`config.mk`:
```
export PLATFORM = sky130hd
export DESIGN_NAME = radix_to_ascii_converter_core
export DESIGN_NICKNAME = d
export VERILOG_FILES = /design/src/hdl/rac_pkg.sv /design/src/hdl/rac_divider.sv /design/src/hdl/rac_digit_buffer.sv /design/src/hdl/radix_to_ascii_converter_core.sv
export SDC_FILE = /design/constraint.sdc
export NUM_CORES = 1
export LEC_CHECK = 0
export BUFFER_PORTS_ARGS = -buffer_cell sky130_fd_sc_hd__buf_4
export CELL_PAD_IN_SITES_DETAIL_PLACEMENT = 2
export CELL_PAD_IN_SITES_GLOBAL_PLACEMENT = 2
export CORE_MARGIN = 2
export CORE_UTILIZATION = 48
export CTS_BUF_LIST = sky130_fd_sc_hd__clkbuf_8
export CTS_CLUSTER_SIZE = 16
export DETAILED_ROUTE_END_ITERATION = 7
export HOLD_SLACK_MARGIN = 0.12
export PLACE_DENSITY = 0.93
export SKIP_CTS_REPAIR_TIMING = 1
export SLEW_MARGIN = 40
export SYNTH_ARGS = -nofsm -noshare
export SYNTH_HDL_FRONTEND = slang
export SYNTH_HIERARCHICAL = 1
export SYNTH_SLANG_ARGS = --single-unit
```
`constraint.sdc`:
```
create_clock -name clk -period 4.68 [get_ports clk]
set_clock_uncertainty 0.2 [all_clocks]
set_input_delay 0.702 -clock clk [delete_from_list [all_inputs] [get_ports clk]]
set_output_delay 0.702 -clock clk [all_outputs]
set_load 0.1 [all_outputs]
```
`src/hdl/rac_pkg.sv`:
```
package rac_pkg;

    // radix limits and field widths
    localparam int unsigned RADIX_W   = 6;
    localparam int unsigned DIGIT_W   = 6;
    localparam int unsigned CHAR_W    = 7;
    localparam int unsigned RADIX_MIN = 2;
    localparam int unsigned RADIX_MAX = 36;
    localparam int unsigned DIGIT_TOP = 35;

    localparam logic [CHAR_W-1:0]  CHAR_ZERO  = 7'h30;
    localparam logic [CHAR_W-1:0]  CHAR_ALPHA = 7'h41;
    localparam logic [CHAR_W-1:0]  CHAR_NONE  = 7'h00;
    localparam logic [DIGIT_W-1:0] DEC_DIGITS = 6'd10;

    // divider status toward the sequencer
    typedef struct packed {
        logic               done;
        logic [DIGIT_W-1:0] remainder;
    } div_status_t;

    // digit value to ascii, 0-9 then A-Z, clamped at Z
    function automatic logic [CHAR_W-1:0] glyph(input logic [DIGIT_W-1:0] d);
        logic [DIGIT_W-1:0] dc;
        logic [CHAR_W-1:0]  ch;
        dc = (d > DIGIT_W'(DIGIT_TOP)) ? DIGIT_W'(DIGIT_TOP) : d;
        if (dc < DEC_DIGITS)
            ch = CHAR_ZERO + CHAR_W'(dc);
        else
            ch = CHAR_ALPHA + CHAR_W'(dc - DEC_DIGITS);
        return ch;
    endfunction

    function automatic logic radix_ok(input logic [RADIX_W-1:0] r);
        return (r >= RADIX_W'(RADIX_MIN)) && (r <= RADIX_W'(RADIX_MAX));
    endfunction

endpackage

```
`src/hdl/rac_divider.sv`:
```
module rac_divider #(
    parameter int unsigned VALUE_BITS = 64
) (
    input  logic                           clk,
    input  logic                           rst_n,
    input  logic                           start,
    input  logic [VALUE_BITS-1:0]          dividend,
    input  logic [rac_pkg::RADIX_W-1:0]    divisor,
    output logic [VALUE_BITS-1:0]          quotient,
    output rac_pkg::div_status_t           status
);

    localparam int unsigned CNT_W = $clog2(VALUE_BITS + 1);

    logic [VALUE_BITS-1:0]          q_reg, q_next;
    logic [rac_pkg::DIGIT_W-1:0]    rem_reg, rem_next;
    logic [rac_pkg::RADIX_W-1:0]    dvs_reg, dvs_next;
    logic [CNT_W-1:0]               cnt_reg, cnt_next;
    logic                           busy_reg, busy_next;
    logic                           done_reg, done_next;
    logic [rac_pkg::DIGIT_W:0]      trial;
    logic                           fits;

    // restoring step: shift in next dividend bit, subtract if it fits
    assign trial = {rem_reg, q_reg[VALUE_BITS-1]};
    assign fits  = trial >= {1'b0, dvs_reg};

    always_comb
    begin
        q_next    = q_reg;
        rem_next  = rem_reg;
        dvs_next  = dvs_reg;
        cnt_next  = cnt_reg;
        busy_next = busy_reg;
        done_next = 1'b0;
        if (start)
        begin
            q_next    = dividend;
            rem_next  = '0;
            dvs_next  = divisor;
            cnt_next  = '0;
            busy_next = 1'b1;
        end
        else if (busy_reg)
        begin
            q_next   = {q_reg[VALUE_BITS-2:0], fits};
            rem_next = fits ? rac_pkg::DIGIT_W'(trial - {1'b0, dvs_reg})
                            : rac_pkg::DIGIT_W'(trial);
            cnt_next = cnt_reg + 1'b1;
            if (cnt_reg == CNT_W'(VALUE_BITS - 1))
            begin
                busy_next = 1'b0;
                done_next = 1'b1;
            end
        end
    end

    always_ff @(posedge clk or negedge rst_n)
    begin
        if (!rst_n)
        begin
            busy_reg <= 1'b0;
            done_reg <= 1'b0;
            cnt_reg  <= '0;
        end
        else
        begin
            busy_reg <= busy_next;
            done_reg <= done_next;
            cnt_reg  <= cnt_next;
        end
    end

    always_ff @(posedge clk)
    begin
        q_reg   <= q_next;
        rem_reg <= rem_next;
        dvs_reg <= dvs_next;
    end

    assign quotient         = q_reg;
    assign status.done      = done_reg;
    assign status.remainder = rem_reg;

    a_rem_below_divisor: assert property (@(posedge clk) disable iff (!rst_n)
        done_reg |-> ({1'b0, rem_reg} < {1'b0, dvs_reg}))
        else $error("remainder not below divisor");

    a_done_ends_busy: assert property (@(posedge clk) disable iff (!rst_n)
        done_reg |-> !$past(start) && $past(busy_reg))
        else $error("done without a running division");

endmodule

```
`src/hdl/rac_digit_buffer.sv`:
```
module rac_digit_buffer #(
    parameter int unsigned DEPTH = 64
) (
    input  logic                               clk,
    input  logic                               wr_en,
    input  logic [$clog2(DEPTH)-1:0]           wr_addr,
    input  logic [rac_pkg::DIGIT_W-1:0]        wr_data,
    input  logic                               rd_en,
    input  logic [$clog2(DEPTH)-1:0]           rd_addr,
    output logic [rac_pkg::DIGIT_W-1:0]        rd_data
);

    logic [rac_pkg::DIGIT_W-1:0] mem [DEPTH];
    logic [rac_pkg::DIGIT_W-1:0] rd_data_reg;

    always_ff @(posedge clk)
    begin
        if (wr_en)
            mem[wr_addr] <= wr_data;
        if (rd_en)
            rd_data_reg <= mem[rd_addr];
    end

    assign rd_data = rd_data_reg;

endmodule

```
`src/hdl/radix_to_ascii_converter_core.sv`:
```
// timing: a bad radix puts its single result on the output the cycle after the request is taken
// a good radix runs each digit through the shared bit-serial divider,
// then replays each digit through buffer read, output load and handoff, waiting out any stall
// requests: one at a time, a new one is taken only in idle
// reset: rst_n asynchronous active low, returns to idle with no result pending
module radix_to_ascii_converter_core #(
    parameter int unsigned VALUE_BITS = 64
) (
    input  logic        clk,
    input  logic        rst_n,
    input  logic        s_tvalid,
    output logic        s_tready,
    input  logic [71:0] s_tdata,   // value [63:0], radix [69:64], zero pad [71:70]
    output logic        m_tvalid,
    input  logic        m_tready,
    output logic [7:0]  m_tdata,   // digit_char [6:0], zero pad [7]
    output logic        m_tlast,   // last
    output logic        m_tuser    // bad_radix
);

    localparam int unsigned MAX_DIGITS = VALUE_BITS;
    localparam int unsigned AW         = $clog2(MAX_DIGITS);
    localparam int unsigned CW         = $clog2(MAX_DIGITS + 1);

    typedef enum logic [2:0] {
        ST_IDLE,
        ST_DIV,
        ST_RD,
        ST_RDW,
        ST_OUT
    } state_t;

    state_t                          state_reg, state_next;
    logic [CW-1:0]                   count_reg, count_next;
    logic [AW-1:0]                   ptr_reg, ptr_next;
    logic [rac_pkg::RADIX_W-1:0]     radix_reg, radix_next;
    logic                            ovalid_reg, ovalid_next;
    logic [rac_pkg::CHAR_W-1:0]      ochar_reg, ochar_next;
    logic                            olast_reg, olast_next;
    logic                            obad_reg, obad_next;

    // request fields
    logic [63:0]                     in_value;
    logic [rac_pkg::RADIX_W-1:0]     in_radix;

    // divider hookup
    logic                            div_start;
    logic [VALUE_BITS-1:0]           div_dividend;
    logic [rac_pkg::RADIX_W-1:0]     div_divisor;
    logic [VALUE_BITS-1:0]           div_quotient;
    rac_pkg::div_status_t            div_st;

    // digit buffer hookup
    logic                            wr_en;
    logic                            rd_en;
    logic [rac_pkg::DIGIT_W-1:0]     rd_data;

    assign in_value = s_tdata[63:0];
    assign in_radix = s_tdata[69:64];

    assign s_tready = (state_reg == ST_IDLE);

    rac_divider #(
        .VALUE_BITS (VALUE_BITS)
    ) u_div (
        .clk      (clk),
        .rst_n    (rst_n),
        .start    (div_start),
        .dividend (div_dividend),
        .divisor  (div_divisor),
        .quotient (div_quotient),
        .status   (div_st)
    );

    rac_digit_buffer #(
        .DEPTH (MAX_DIGITS)
    ) u_buf (
        .clk     (clk),
        .wr_en   (wr_en),
        .wr_addr (count_reg[AW-1:0]),
        .wr_data (div_st.remainder),
        .rd_en   (rd_en),
        .rd_addr (ptr_reg),
        .rd_data (rd_data)
    );

    // sequencer: divide repeatedly, store digits lsd first, replay them msd first; a bad radix gives one flagged result
    always_comb
    begin
        state_next   = state_reg;
        count_next   = count_reg;
        ptr_next     = ptr_reg;
        radix_next   = radix_reg;
        ovalid_next  = ovalid_reg;
        ochar_next   = ochar_reg;
        olast_next   = olast_reg;
        obad_next    = obad_reg;
        div_start    = 1'b0;
        div_dividend = in_value[VALUE_BITS-1:0];
        div_divisor  = radix_reg;
        wr_en        = 1'b0;
        rd_en        = 1'b0;
        unique case (state_reg)
            ST_IDLE:
            begin
                div_divisor = in_radix;
                if (s_tvalid)
                begin
                    count_next = '0;
                    radix_next = in_radix;
                    if (!rac_pkg::radix_ok(in_radix))
                    begin
                        // bad radix: one flagged result, nothing divided
                        ovalid_next = 1'b1;
                        ochar_next  = rac_pkg::CHAR_NONE;
                        olast_next  = 1'b1;
                        obad_next   = 1'b1;
                        state_next  = ST_OUT;
                    end
                    else
                    begin
                        div_start  = 1'b1;
                        state_next = ST_DIV;
                    end
                end
            end
            ST_DIV:
            begin
                // later passes reuse the radix held from the request
                div_dividend = div_quotient;
                if (div_st.done)
                begin
                    wr_en      = 1'b1;
                    count_next = count_reg + 1'b1;
                    if (div_quotient == '0)
                    begin
                        // newest digit is the most significant
                        ptr_next   = count_reg[AW-1:0];
                        state_next = ST_RD;
                    end
                    else
                    begin
                        div_start = 1'b1;
                    end
                end
            end
            ST_RD:
            begin
                rd_en      = 1'b1;
                state_next = ST_RDW;
            end
            ST_RDW:
            begin
                ovalid_next = 1'b1;
                ochar_next  = rac_pkg::glyph(rd_data);
                olast_next  = (ptr_reg == '0);
                obad_next   = 1'b0;
                state_next  = ST_OUT;
            end
            ST_OUT:
            begin
                if (m_tready)
                begin
                    ovalid_next = 1'b0;
                    if (olast_reg)
                    begin
                        state_next = ST_IDLE;
                    end
                    else
                    begin
                        ptr_next   = ptr_reg - 1'b1;
                        state_next = ST_RD;
                    end
                end
            end
            default:
            begin
                state_next = ST_IDLE;
            end
        endcase
    end

    always_ff @(posedge clk or negedge rst_n)
    begin
        if (!rst_n)
        begin
            state_reg  <= ST_IDLE;
            count_reg  <= '0;
            ptr_reg    <= '0;
            radix_reg  <= '0;
            ovalid_reg <= 1'b0;
            ochar_reg  <= '0;
            olast_reg  <= 1'b0;
            obad_reg   <= 1'b0;
        end
        else
        begin
            state_reg  <= state_next;
            count_reg  <= count_next;
            ptr_reg    <= ptr_next;
            radix_reg  <= radix_next;
            ovalid_reg <= ovalid_next;
            ochar_reg  <= ochar_next;
            olast_reg  <= olast_next;
            obad_reg   <= obad_next;
        end
    end

    assign m_tvalid = ovalid_reg;
    assign m_tdata  = {1'b0, ochar_reg};
    assign m_tlast  = olast_reg;
    assign m_tuser  = obad_reg;

    // error results are always single and carry no character
    a_bad_is_single: assert property (@(posedge clk) disable iff (!rst_n)
        (m_tvalid && m_tuser) |-> (m_tlast && (m_tdata[6:0] == rac_pkg::CHAR_NONE)))
        else $error("bad radix result malformed");

    // no request is taken while a result is pending
    a_no_overlap: assert property (@(posedge clk) disable iff (!rst_n)
        s_tready |-> !m_tvalid)
        else $error("request taken with result pending");

    // the divider only finishes while the sequencer waits on it
    a_div_done_in_div: assert property (@(posedge clk) disable iff (!rst_n)
        div_st.done |-> (state_reg == ST_DIV))
        else $error("divider finished outside division phase");

    // digit count never exceeds the buffer depth
    a_count_bound: assert property (@(posedge clk) disable iff (!rst_n)
        count_reg <= CW'(MAX_DIGITS))
        else $error("digit count past buffer depth");

endmodule

```
==> results of run 1 <==
[cells by family (layout without fill, tap and decap cells)]
logic type / count (synthesis) / after routing
AO/OA/AOI/OAI: 130 / 130
XOR/XNOR: 12 / 12
adder cells (fa/ha/maj): 13 / 13
buffers and inverters: 95 / 279
flip-flops: 506 / 506
multiplexers: 194 / 194
other: 1 / 1
AND/OR/NAND/NOR: 463 / 463
[cell usage in the layout (no fill, tap or decap), types with 10 or more instances in the layout]
| cell type | n |
|---|---|
| a211oi_1 | 14 |
| a21oi_1 | 20 |
| buf_4 | 102 |
| clkbuf_8 | 94 |
| clkinv_1 | 11 |
| dfrtp_1 | 37 |
| edfxtp_1 | 460 |
| ha_1 | 12 |
| inv_1 | 52 |
| mux2_2 | 80 |
| mux2i_1 | 20 |
| mux4_2 | 87 |
| nand2_1 | 242 |
| nand2b_1 | 10 |
| nand3_1 | 15 |
| nand4_1 | 10 |
| nor2_1 | 97 |
| nor2b_1 | 11 |
| nor4_1 | 17 |
| o21ai_0 | 11 |
| o21ai_1 | 11 |
| o22ai_1 | 19 |
[power by group]
part | switching (mW) | total (mW) | internal (mW)
combinational | 3.52 | 5.38 | 1.86
clock | 2.03 | 3.86 | 1.83
sequential | 0.714 | 6.78 | 6.06
total | 6.26 | 16.0 | 9.76
[metrics by stage]
stage          cells    util  worst slack, ns  instance area, um2  hold slack [ns]
6_report        2198  0.5490           0.2302               24810          0.09608
5_1_grt         2198  0.5490           0.2700               24810           0.1227
4_1_cts         2191  0.5459           0.3973               24660          -0.1977
3_5_place_dp    2043  0.5122           0.8248               23150           0.2645
3_3_place_gp    2041  0.5111            1.066               23090           0.2543
2_1_floorplan   1414       -           0.1484               21920           0.2064
[worst min-delay path: stages]
cell,delay [ns]
buf_4,0.12
nand2_1,0.05
nand2_1,0.07
[how the worst max path moves through the flow]
stage / to / slack [ns] / depth (start not counted)
floorplan: u_div/quotient[0]$_DFFE_PP_ / 0.15 / 7
global placement: u_div/quotient[46]$_DFFE_PP_ / 1.07 / 5
detailed placement: u_buf/mem[30][4]$_DFFE_PP_ / 0.82 / 7
CTS: u_buf/mem[30][2]$_DFFE_PP_ / 0.40 / 7
global route: u_buf/mem[14][0]$_DFFE_PP_ / 0.27 / 7
finish: u_buf/mem[38][2]$_DFFE_PP_ / 0.23 / 7
[final cells by class]
cell class,instances,area [um2],share of cell area
timing repair buffer,113,937.1,0.03778
inverter,18,67.56,0.002724
clock inverter,54,225.2,0.009079
clock buffer,94,1294,0.05215
tap,600,750.7,0.03026
multi-input combinational,813,6579,0.2652
sequential,506,14950,0.6028
[metal layers]
layer | wire [um] | GRT usage | up-vias
met5 | 0 | 0 | -
met4 | 4169 | 0.1826 | 0
met3 | 5628 | 0.06095 | 231
met2 | 41550 | 0.5976 | 913
met1 | 30240 | 0.4218 | 7695
li1 | - | - | 5703
[cells in the mapped netlist (15+ instances only)]
master	n
nand3_1	15
o22ai_1	19
mux4_2	87
buf_2	18
clkbuf_1	39
mux2_2	80
mux2i_1	20
a21oi_1	20
nand2_1	242
inv_1	17
nor4_1	17
edfxtp_1	460
nor2_1	102
dfrtp_1	40
==> impl_metrics.csv, run 1 <==
group,metric,value,unit
run_status,outcome,"complete, no violations",
yosys,synth_top_area_share,0.6305,
die,dieArea,47370,um2
placement,dp_hpwl,45.25,mm
routing,initialDrtViolationCount,1626,
finish,n_antenna_cell,0,
yosys,netlist_top_cells_area,"edfxtp_1, mux4_2, dfrtp_1",
die,die-height,217.6,um
worst_setup_path,ff2ff_setup_slack,0.23,ns
worst_hold_path,min_path_type,"primary input to flip-flop",
sta,slew_headroom,0.3959,
worst_setup_path,cpPeakStageDelay,0.85,ns
worst_setup_path,critical_path.endpoint_type,"flip-flop",
worst_setup_path,crit_family,"simple AND/OR/NAND/NOR gates",
worst_setup_path,critPathRequiredTime,4.77,ns
worst_hold_path,hold_end,"radix_reg[5]$_DFFE_PN0P_",
grt,grt_pass1_wl,117.0,mm
sta,finalCritPeriodShare,0.9508,
worst_setup_path,critPathKind,"flip-flop to flip-flop",
routing,wl_per_cell,37.12,um
routing,firstDrtPassIters,5,
sta,layout_min_cycle_time,4.450,ns
finish,top_register,"u_buf/mem",
die,die_w,217.6,um
yosys,syn_nets,1503,
worst_setup_path,crit_chain,"nor2b_1 -> nor2b_4 -> nand2_1 -> inv_2 -> nor2b_1 -> nand3_1 -> nor2_1",
yosys,syn_area_per_cell,15.49,um2
yosys,synth_area,21910,um2
placement,routabilityCongestion,0.7835,
die,std_cell_rows,78,
placement,io_buffers,84,
grt,grt_start_max_net_pins,70,
yosys,synth_fa_ha_area_frac,0.007767,
clocking,cts_root_buffer,"clkbuf_8",
routing,ant_nets,0,
power_and_ir_drop,ir_drop,0.0003340,V
routing,drcViolationCount,0,
finish,fillers,3991,
yosys,async_reset_ff_frac,0.07905,
sta,finalHoldViolations,0,
power_and_ir_drop,totalPowerFinal,16.02,mW
worst_setup_path,timing.rr.start,"state_reg[0]$_DFFE_PN0P_",
grt,antenna_found_initial,0,
worst_setup_path,cp-start-kind,"flip-flop",
clocking,cts.sinks,506,
die,initial_core_util,0.4848,
sta,fmax,224.7,MHz
yosys,synth_sequential_area_ratio,0.6817,
yosys,synth-compound-area-share,0.04181,
yosys,ys_warn_count,6,
worst_setup_path,crit_buf_inv,1,
routing,vias,14542,
yosys,synth_top_family_by_area,"multiplexers",
sta,rsz0062_at_grt,"false",
sta,tightest_slew,0.9028,ns
yosys,synth_top_area_cell,"edfxtp_1",
yosys,synth_cell_types,76,
worst_setup_path,worstRegToRegCells,7,
power_and_ir_drop,p_leak,8.639,nW
die,io_pins,88,
yosys,synth_mux_area_frac,0.1476,
worst_setup_path,cpMostUsedCell,"nor2b_1",
clocking,htreeDepth,3,
clocking,numCtsBuffers,85,
finish,drive_gt1_frac,0.2597,
routing,routed_wl,81.59,mm
clocking,clock_latency,0.71,ns
flow_run,drv_cap,0,
finish,largest_reg_flops,384,
yosys,synth-main-ff-cell,"edfxtp_1",
clocking,tritoncts,"yes",
grt,overflow,0,
yosys,synth-simple-area-share,0.09429,
grt,track_usage,0.3481,
die,core,45190,um2
worst_hold_path,hold_depth,3,
finish,syn_to_final_growth,13.23,%
sta,slew_violations,0,
worst_setup_path,crit_path_start,"state_reg[0]$_DFFE_PN0P_",
yosys,synth-xor-area-share,0.004798,
power_and_ir_drop,p_per_area,645.7,nW/um2
routing,viasPerCell,6.616,
yosys,synth_seq_cells,506,
sta,fin_setup_tns,0,ns
yosys,synth_edf_count,460,
worst_setup_path,r2r_end,"u_buf/mem[38][2]$_DFFE_PP_",
finish,layout.nets,1626,
worst_setup_path,slowest_stage,"nor2_1",
clocking,cts.path.max_buffers,3,
clocking,clk_transition_reported_paths,0.07,ns
worst_setup_path,worstPathArrival,4.54,ns
yosys,synthCells,1414,
grt,grt_pass1_vias,15728,
worst_hold_path,holdCritStartpoint,"s_tdata[69]",
worst_setup_path,crit_fanout,12,
sta,finalSetupViolCount,0,
No activity file was read; power rests on OpenSTA's default activity.
==> run 2: changes to the inputs <==
--- a/config.mk
+++ b/config.mk
@@ -6,15 +6,15 @@
 export NUM_CORES = 1
 export LEC_CHECK = 0
 export BUFFER_PORTS_ARGS = -buffer_cell sky130_fd_sc_hd__buf_4
-export CELL_PAD_IN_SITES_DETAIL_PLACEMENT = 2
-export CELL_PAD_IN_SITES_GLOBAL_PLACEMENT = 2
+export CELL_PAD_IN_SITES_DETAIL_PLACEMENT = 0
+export CELL_PAD_IN_SITES_GLOBAL_PLACEMENT = 1
 export CORE_MARGIN = 2
-export CORE_UTILIZATION = 48
+export CORE_UTILIZATION = 53
 export CTS_BUF_LIST = sky130_fd_sc_hd__clkbuf_8
 export CTS_CLUSTER_SIZE = 16
 export DETAILED_ROUTE_END_ITERATION = 7
 export HOLD_SLACK_MARGIN = 0.12
-export PLACE_DENSITY = 0.93
+export PLACE_DENSITY = 0.9
 export SKIP_CTS_REPAIR_TIMING = 1
 export SLEW_MARGIN = 40
 export SYNTH_ARGS = -nofsm -noshare
==> run 2 against run 1 <==
Clock power is 7.5% lower. Maximum frequency is 22% higher. Core utilization is 5.6 points higher. Sequential cell count stayed put. Global-route usage is 14 points lower. Die area is 9.3% lower. Sequential share of layout area is 0.30 points higher. Total power is 8.7% lower. Final area is 0.49% lower. Wire length is 45% lower. Non-clock buffer count is 1 lower. Combinational power is 18% lower.
==> impl_metrics.csv, run 2 (synthesis results as in run 1) <==
group,metric,value,unit
routing,routed_wl,44.69,mm
routing,drcViolationCount,0,
worst_setup_path,critPathRequiredTime,4.75,ns
sta,slew_violations,0,
clocking,cts.sinks,506,
power_and_ir_drop,p_per_area,592.5,nW/um2
finish,largest_reg_flops,384,
sta,tightest_slew,0.7897,ns
sta,finalSetupViolCount,0,
sta,rsz0062_at_grt,"false",
worst_setup_path,critical_path.endpoint_type,"flip-flop",
power_and_ir_drop,pwr-share-comb,0.302,
clocking,numCtsBuffers,80,
sta,finalHoldViolations,0,
clocking,clock_latency,0.63,ns
finish,drive_gt1_frac,0.2596,
routing,firstDrtPassIters,7,
die,die_w,207.3,um
finish,n_antenna_cell,0,
routing,initialDrtViolationCount,996,
worst_setup_path,cp-start-kind,"flip-flop",
die,core,40830,um2
sta,fmax,273.6,MHz
finish,fillers,2935,
sta,fin_setup_tns,0,ns
finish,layout_common_cells,"edfxtp_1, nand2_1, nor2_1, buf_4, mux4_2",
worst_setup_path,critPathKind,"flip-flop to flip-flop",
grt,grt_pass1_wl,69.30,mm
die,initial_core_util,0.5365,
sta,finalCritPeriodShare,0.7811,
grt,antenna_found_initial,0,
placement,routabilityCongestion,0.8159,
power_and_ir_drop,ir_drop,0.0003925,V
finish,layout.nets,1620,
power_and_ir_drop,swShare,0.3344,
worst_hold_path,min_path_type,"primary input to flip-flop",
sta,worst_slack,1.025,ns
clocking,cts_root_buffer,"clkbuf_8",
worst_setup_path,cpPeakStageDelay,0.67,ns
grt,overflow,0,
sta,slew_headroom,0.4661,
placement,dp_cells,1973,
placement,dp_hpwl,27.95,mm
sta,layout_min_cycle_time,3.655,ns
grt,track_usage,0.2070,
clocking,htreeDepth,3,
finish,layout_commonest_cell,"edfxtp_1",
worst_setup_path,cpMostUsedCell,"nor2b_1",
routing,ant_nets,0,
finish,syn_to_final_growth,12.68,%
placement,pre_cts_ws,1.167,ns
finish,layout.cells.non_filler,2123,
die,dieArea,42980,um2
clocking,clk_transition_reported_paths,0.06,ns
die,die-height,207.3,um
die,io_pins,88,
routing,viasPerCell,5.928,
finish,top_register,"u_buf/mem",
power_and_ir_drop,power_switching,4.891,mW
worst_setup_path,crit_chain,"nor2b_1 -> nor2b_4 -> nand2_1 -> inv_2 -> nor2b_1 -> nand3_1 -> nor2_1",
worst_setup_path,slowest_stage,"nor2_1",
power_and_ir_drop,p_seq_frac,0.454,
placement,io_buffers,84,
routing,vias,12586,
flow_run,drv_cap,0,
grt,grt_start_max_net_pins,70,
clocking,tritoncts,"yes",
power_and_ir_drop,p_leak,8.608,nW
routing,wl_per_cell,21.05,um
grt,grt_pass1_vias,12380,
die,std_cell_rows,74,
run_status,outcome,"complete, no violations",
worst_setup_path,crit_fanout,12,
power_and_ir_drop,internal_power,9.735,mW
power_and_ir_drop,clkPwrFrac,0.244,
clocking,cts.path.max_buffers,3,
worst_setup_path,worstPathArrival,3.72,ns
run 2: cell count changes in the layout (fill, tap and decap cells not counted), moves of 2 or more:
cell,change
inv_1,-13
clkinv_2,+12
clkbuf_8,-8
nor2_1,+5
nor2_2,-5
clkinvlp_4,-4
bufinv_16,+3
dlygate4sd3_1,+3
buf_12,-2
inv_6,+2
run 2: critical path: cells and delay by family, from the launching register on:
kind / cells / cell delay [ns]
AND/OR/NAND/NOR: 6 / 2.20
flip-flops: 1 / 0.64
buffers and inverters: 1 / 0.23
run 2: power by group through the flow:
| stage | logic [mW] | clock network [mW] | registers, mW |
|---|---|---|---|
| after floorplan | 2.96 | 0 | 6.93 |
| after global placement | 4.18 | 0 | 6.77 |
| after detailed placement | 4.36 | 0 | 6.77 |
| after CTS | 4.37 | 3.65 | 6.68 |
| after global routing | 4.80 | 3.85 | 6.73 |
| final | 4.42 | 3.57 | 6.64 |
run 2: path summary, 6_finish.rpt:
path | slack [ns] | depth (start not counted) | from | endpoint
worst min register to register | 0.27 | 2 | radix_reg[5]$_DFFE_PN0P_ | radix_reg[5]$_DFFE_PN0P_
worst max register to register | 1.02 | 7 | state_reg[0]$_DFFE_PN0P_ | u_buf/mem[38][4]$_DFFE_PP_
worst min-delay path | 0.17 | 3 | m_tready | state_reg[2]$_DFFE_PN0P_
worst max-delay path | 1.02 | 7 | state_reg[0]$_DFFE_PN0P_ | u_buf/mem[38][4]$_DFFE_PP_
min in group asynchronous | 0.40 | 2 | rst_n | ochar_reg[2]$_DFFE_PN0P_
max in group asynchronous | 3.46 | 2 | rst_n | ptr_reg[0]$_DFFE_PN0P_
run 2: through the flow:
stage	hold WS [ns]	power, mW	util	cell area, um2
3_3_place_gp	0.2534	10.95	0.5631	22990
4_1_cts	-0.1650	14.71	0.6019	24580
3_5_place_dp	0.2592	11.13	0.5644	23050
2_1_floorplan	0.2064	9.887	-	21920
5_1_grt	0.1534	15.38	0.6046	24680
6_report	0.1725	14.63	0.6046	24680
run 2: layout make-up:
cell class,count,area (um2),share of cell area
Clock buffer,86,1184,0.04795
Clock inverter,56,346.6,0.01404
Inverter,18,67.56,0.002737
Timing Repair Buffer,112,908.4,0.03680
Multi-Input combinational cell,813,6560,0.2658
Sequential cell,506,14950,0.6058
Tap cell,532,665.6,0.02697
run 2: per-layer routing:
layer | track usage | part of all wire
met4 | 0.07562 | 0.030
met5 | 0 | 0
met3 | 0.04433 | 0.067
met2 | 0.3302 | 0.49
met1 | 0.2839 | 0.42
==> run 3: changes to the inputs <==
==> constraint.sdc (replaced) <==
create_clock -name clk -period 3.7 [get_ports clk]
set_clock_uncertainty 0.2 [all_clocks]
set_input_delay 0.555 -clock clk [delete_from_list [all_inputs] [get_ports clk]]
set_output_delay 0.555 -clock clk [all_outputs]
set_load 0.1 [all_outputs]
==> run 3 against run 2 <==
Total power increased by 25%. Critical path depth down 2. Final area hardly changed. Wire length increased by 2.5%. Core utilization is essentially flat. Largest power group unchanged.
==> impl_metrics.csv, run 3 (synthesis results as in run 1) <==
group,metric,value,unit
routing,drcViolationCount,0,
routing,routed_wl,45.82,mm
finish,layout_common_cells,"edfxtp_1, nand2_1, buf_4, nor2_1, mux4_2",
routing,vias,12575,
finish,fillers,2961,
finish,multi_input_area,6553,um2
finish,regArea,14950,um2
worst_setup_path,critical_path.endpoint_type,"flip-flop",
grt,track_usage,0.2143,
placement,dp_hpwl,29.16,mm
placement,io_buffers,84,
power_and_ir_drop,p_per_area,742.0,nW/um2
die,die_w,207.3,um
power_and_ir_drop,ir_drop,0.0005073,V
sta,rsz0062_at_grt,"false",
worst_setup_path,cp-start-kind,"flip-flop",
placement,pre_cts_ws,0.6245,ns
clocking,tritoncts,"yes",
grt,antenna_found_initial,0,
power_and_ir_drop,p_leak,8.587,nW
worst_setup_path,cpPeakStageDelay,0.60,ns
sta,layout_min_cycle_time,3.142,ns
sta,tightest_slew,0.8886,ns
clocking,clk_transition_reported_paths,0.06,ns
grt,grt_pass1_vias,12737,
clocking,htreeDepth,3,
finish,layout_commonest_cell,"edfxtp_1",
worst_hold_path,min_path_type,"primary input to flip-flop",
worst_setup_path,crit_fanout,42,
routing,wl_per_cell,21.43,um
finish,largest_reg_flops,384,
die,die-height,207.3,um
worst_setup_path,worstPathArrival,3.30,ns
worst_setup_path,slowest_stage,"dfrtp_1",
routing,ant_nets,0,
sta,fmax,318.2,MHz
finish,n_antenna_cell,0,
clocking,clock_latency,0.63,ns
sta,slew_violations,0,
finish,drive_gt1_frac,0.2603,
finish,top_register,"u_buf/mem",
die,initial_core_util,0.5365,
worst_setup_path,critPathKind,"flip-flop to flip-flop",
sta,slew_headroom,0.4076,
die,std_cell_rows,74,
run_status,outcome,"complete, no violations",
finish,syn_to_final_growth,12.69,%
grt,grt_pass1_wl,71.72,mm
clocking,cts_root_buffer,"clkbuf_8",
finish,layout.nets,1634,
finish,layout.cells.non_filler,2138,
routing,viasPerCell,5.882,
placement,dp_cells,1987,
worst_setup_path,critPathRequiredTime,3.86,ns
placement,routabilityCongestion,0.8137,
clocking,cts.sinks,506,
finish,final_cell_area,24690,um2
sta,finalCritPeriodShare,0.8493,
die,dieArea,42980,um2
routing,firstDrtPassIters,8,
worst_setup_path,crit_chain,"nor3_4 -> nand2_2 -> o32ai_4 -> buf_4 -> mux2_2",
grt,overflow,0,
sta,worst_slack,0.5576,ns
die,io_pins,88,
grt,grt_start_max_net_pins,70,
sta,finalHoldViolations,0,
clocking,numCtsBuffers,80,
placement,place_area,23170,um2
sta,fin_hold_ws,0.1328,ns
routing,initialDrtViolationCount,1096,
die,core,40830,um2
flow_run,drv_cap,0,
clocking,cts.path.max_buffers,3,
sta,finalSetupViolCount,0,
## run 3: changes by cell type in the layout (fill, tap and decap cells not counted), sizes merged, moves of 3 or more
cell      before  now
buf          105  118
bufinv         3    0
clkbuf        86   83
clkinv        27   35
clkinvlp       1    4
inv           43   39
## run 3: power breakdown
group / switching [mW] / leakage (nW) / internal [mW] / total, mW
combinational: 3.35 / 2.97 / 2.34 / 5.68
sequential: 0.729 / 4.82 / 7.67 / 8.40
clock: 2.14 / 0.794 / 2.10 / 4.24
## run 3: metal layers
metal | up-vias | part of all wire | wire length (um) | global-route usage
li1 | 5717 | - | - | -
met1 | 6251 | 0.41 | 18720 | 0.2973
met2 | 518 | 0.49 | 22540 | 0.3444
met3 | 89 | 0.073 | 3365 | 0.04100
met4 | 0 | 0.026 | 1198 | 0.07291
met5 | - | 0 | 0 | 0
## run 3: worst paths after layout
check                                          from  slack [ns]                           end  cells after the start
max                        state_reg[1]$_DFFE_PN0P_        0.56  u_div/quotient[47]$_DFFE_PP_                      5
max reg2reg                state_reg[1]$_DFFE_PN0P_        0.56  u_div/quotient[47]$_DFFE_PP_                      5
min                                        s_tvalid        0.13      state_reg[0]$_DFFE_PN0P_                      4
max in group asynchronous                     rst_n        2.63        ptr_reg[1]$_DFFE_PN0P_                      2
min in group asynchronous                     rst_n        0.26      ochar_reg[4]$_DFFE_PN0P_                      2
min reg2reg                radix_reg[0]$_DFFE_PN0P_        0.27      radix_reg[0]$_DFFE_PN0P_                      2
## run 3: cell type report
cell class                 count  share of cell area
timing repair buffer         126             0.04166
sequential                   506              0.6057
clock buffer                  83             0.04627
clock inverter                60             0.01125
tap                          532             0.02696
inverter                      18            0.002737
multi-input combinational    813              0.2654
## run 3: stage by stage
stage,total power [mW],util,TNS (ns)
final,18.32,0.6046,0
after global routing,19.29,0.6046,0
after CTS,18.44,0.6021,0
after detailed placement,14.17,0.5674,0
after global placement,13.96,0.5674,0
after floorplan,12.53,-,-4.030
## run 3: worst max-delay path, delay by kind of cell (launching register included)
kind	cells	cell delay, ns
AND/OR/NAND/NOR	2	0.73
flip-flops	1	0.60
buffers and inverters	1	0.51
multiplexers	1	0.40
AO/OA/AOI/OAI	1	0.38
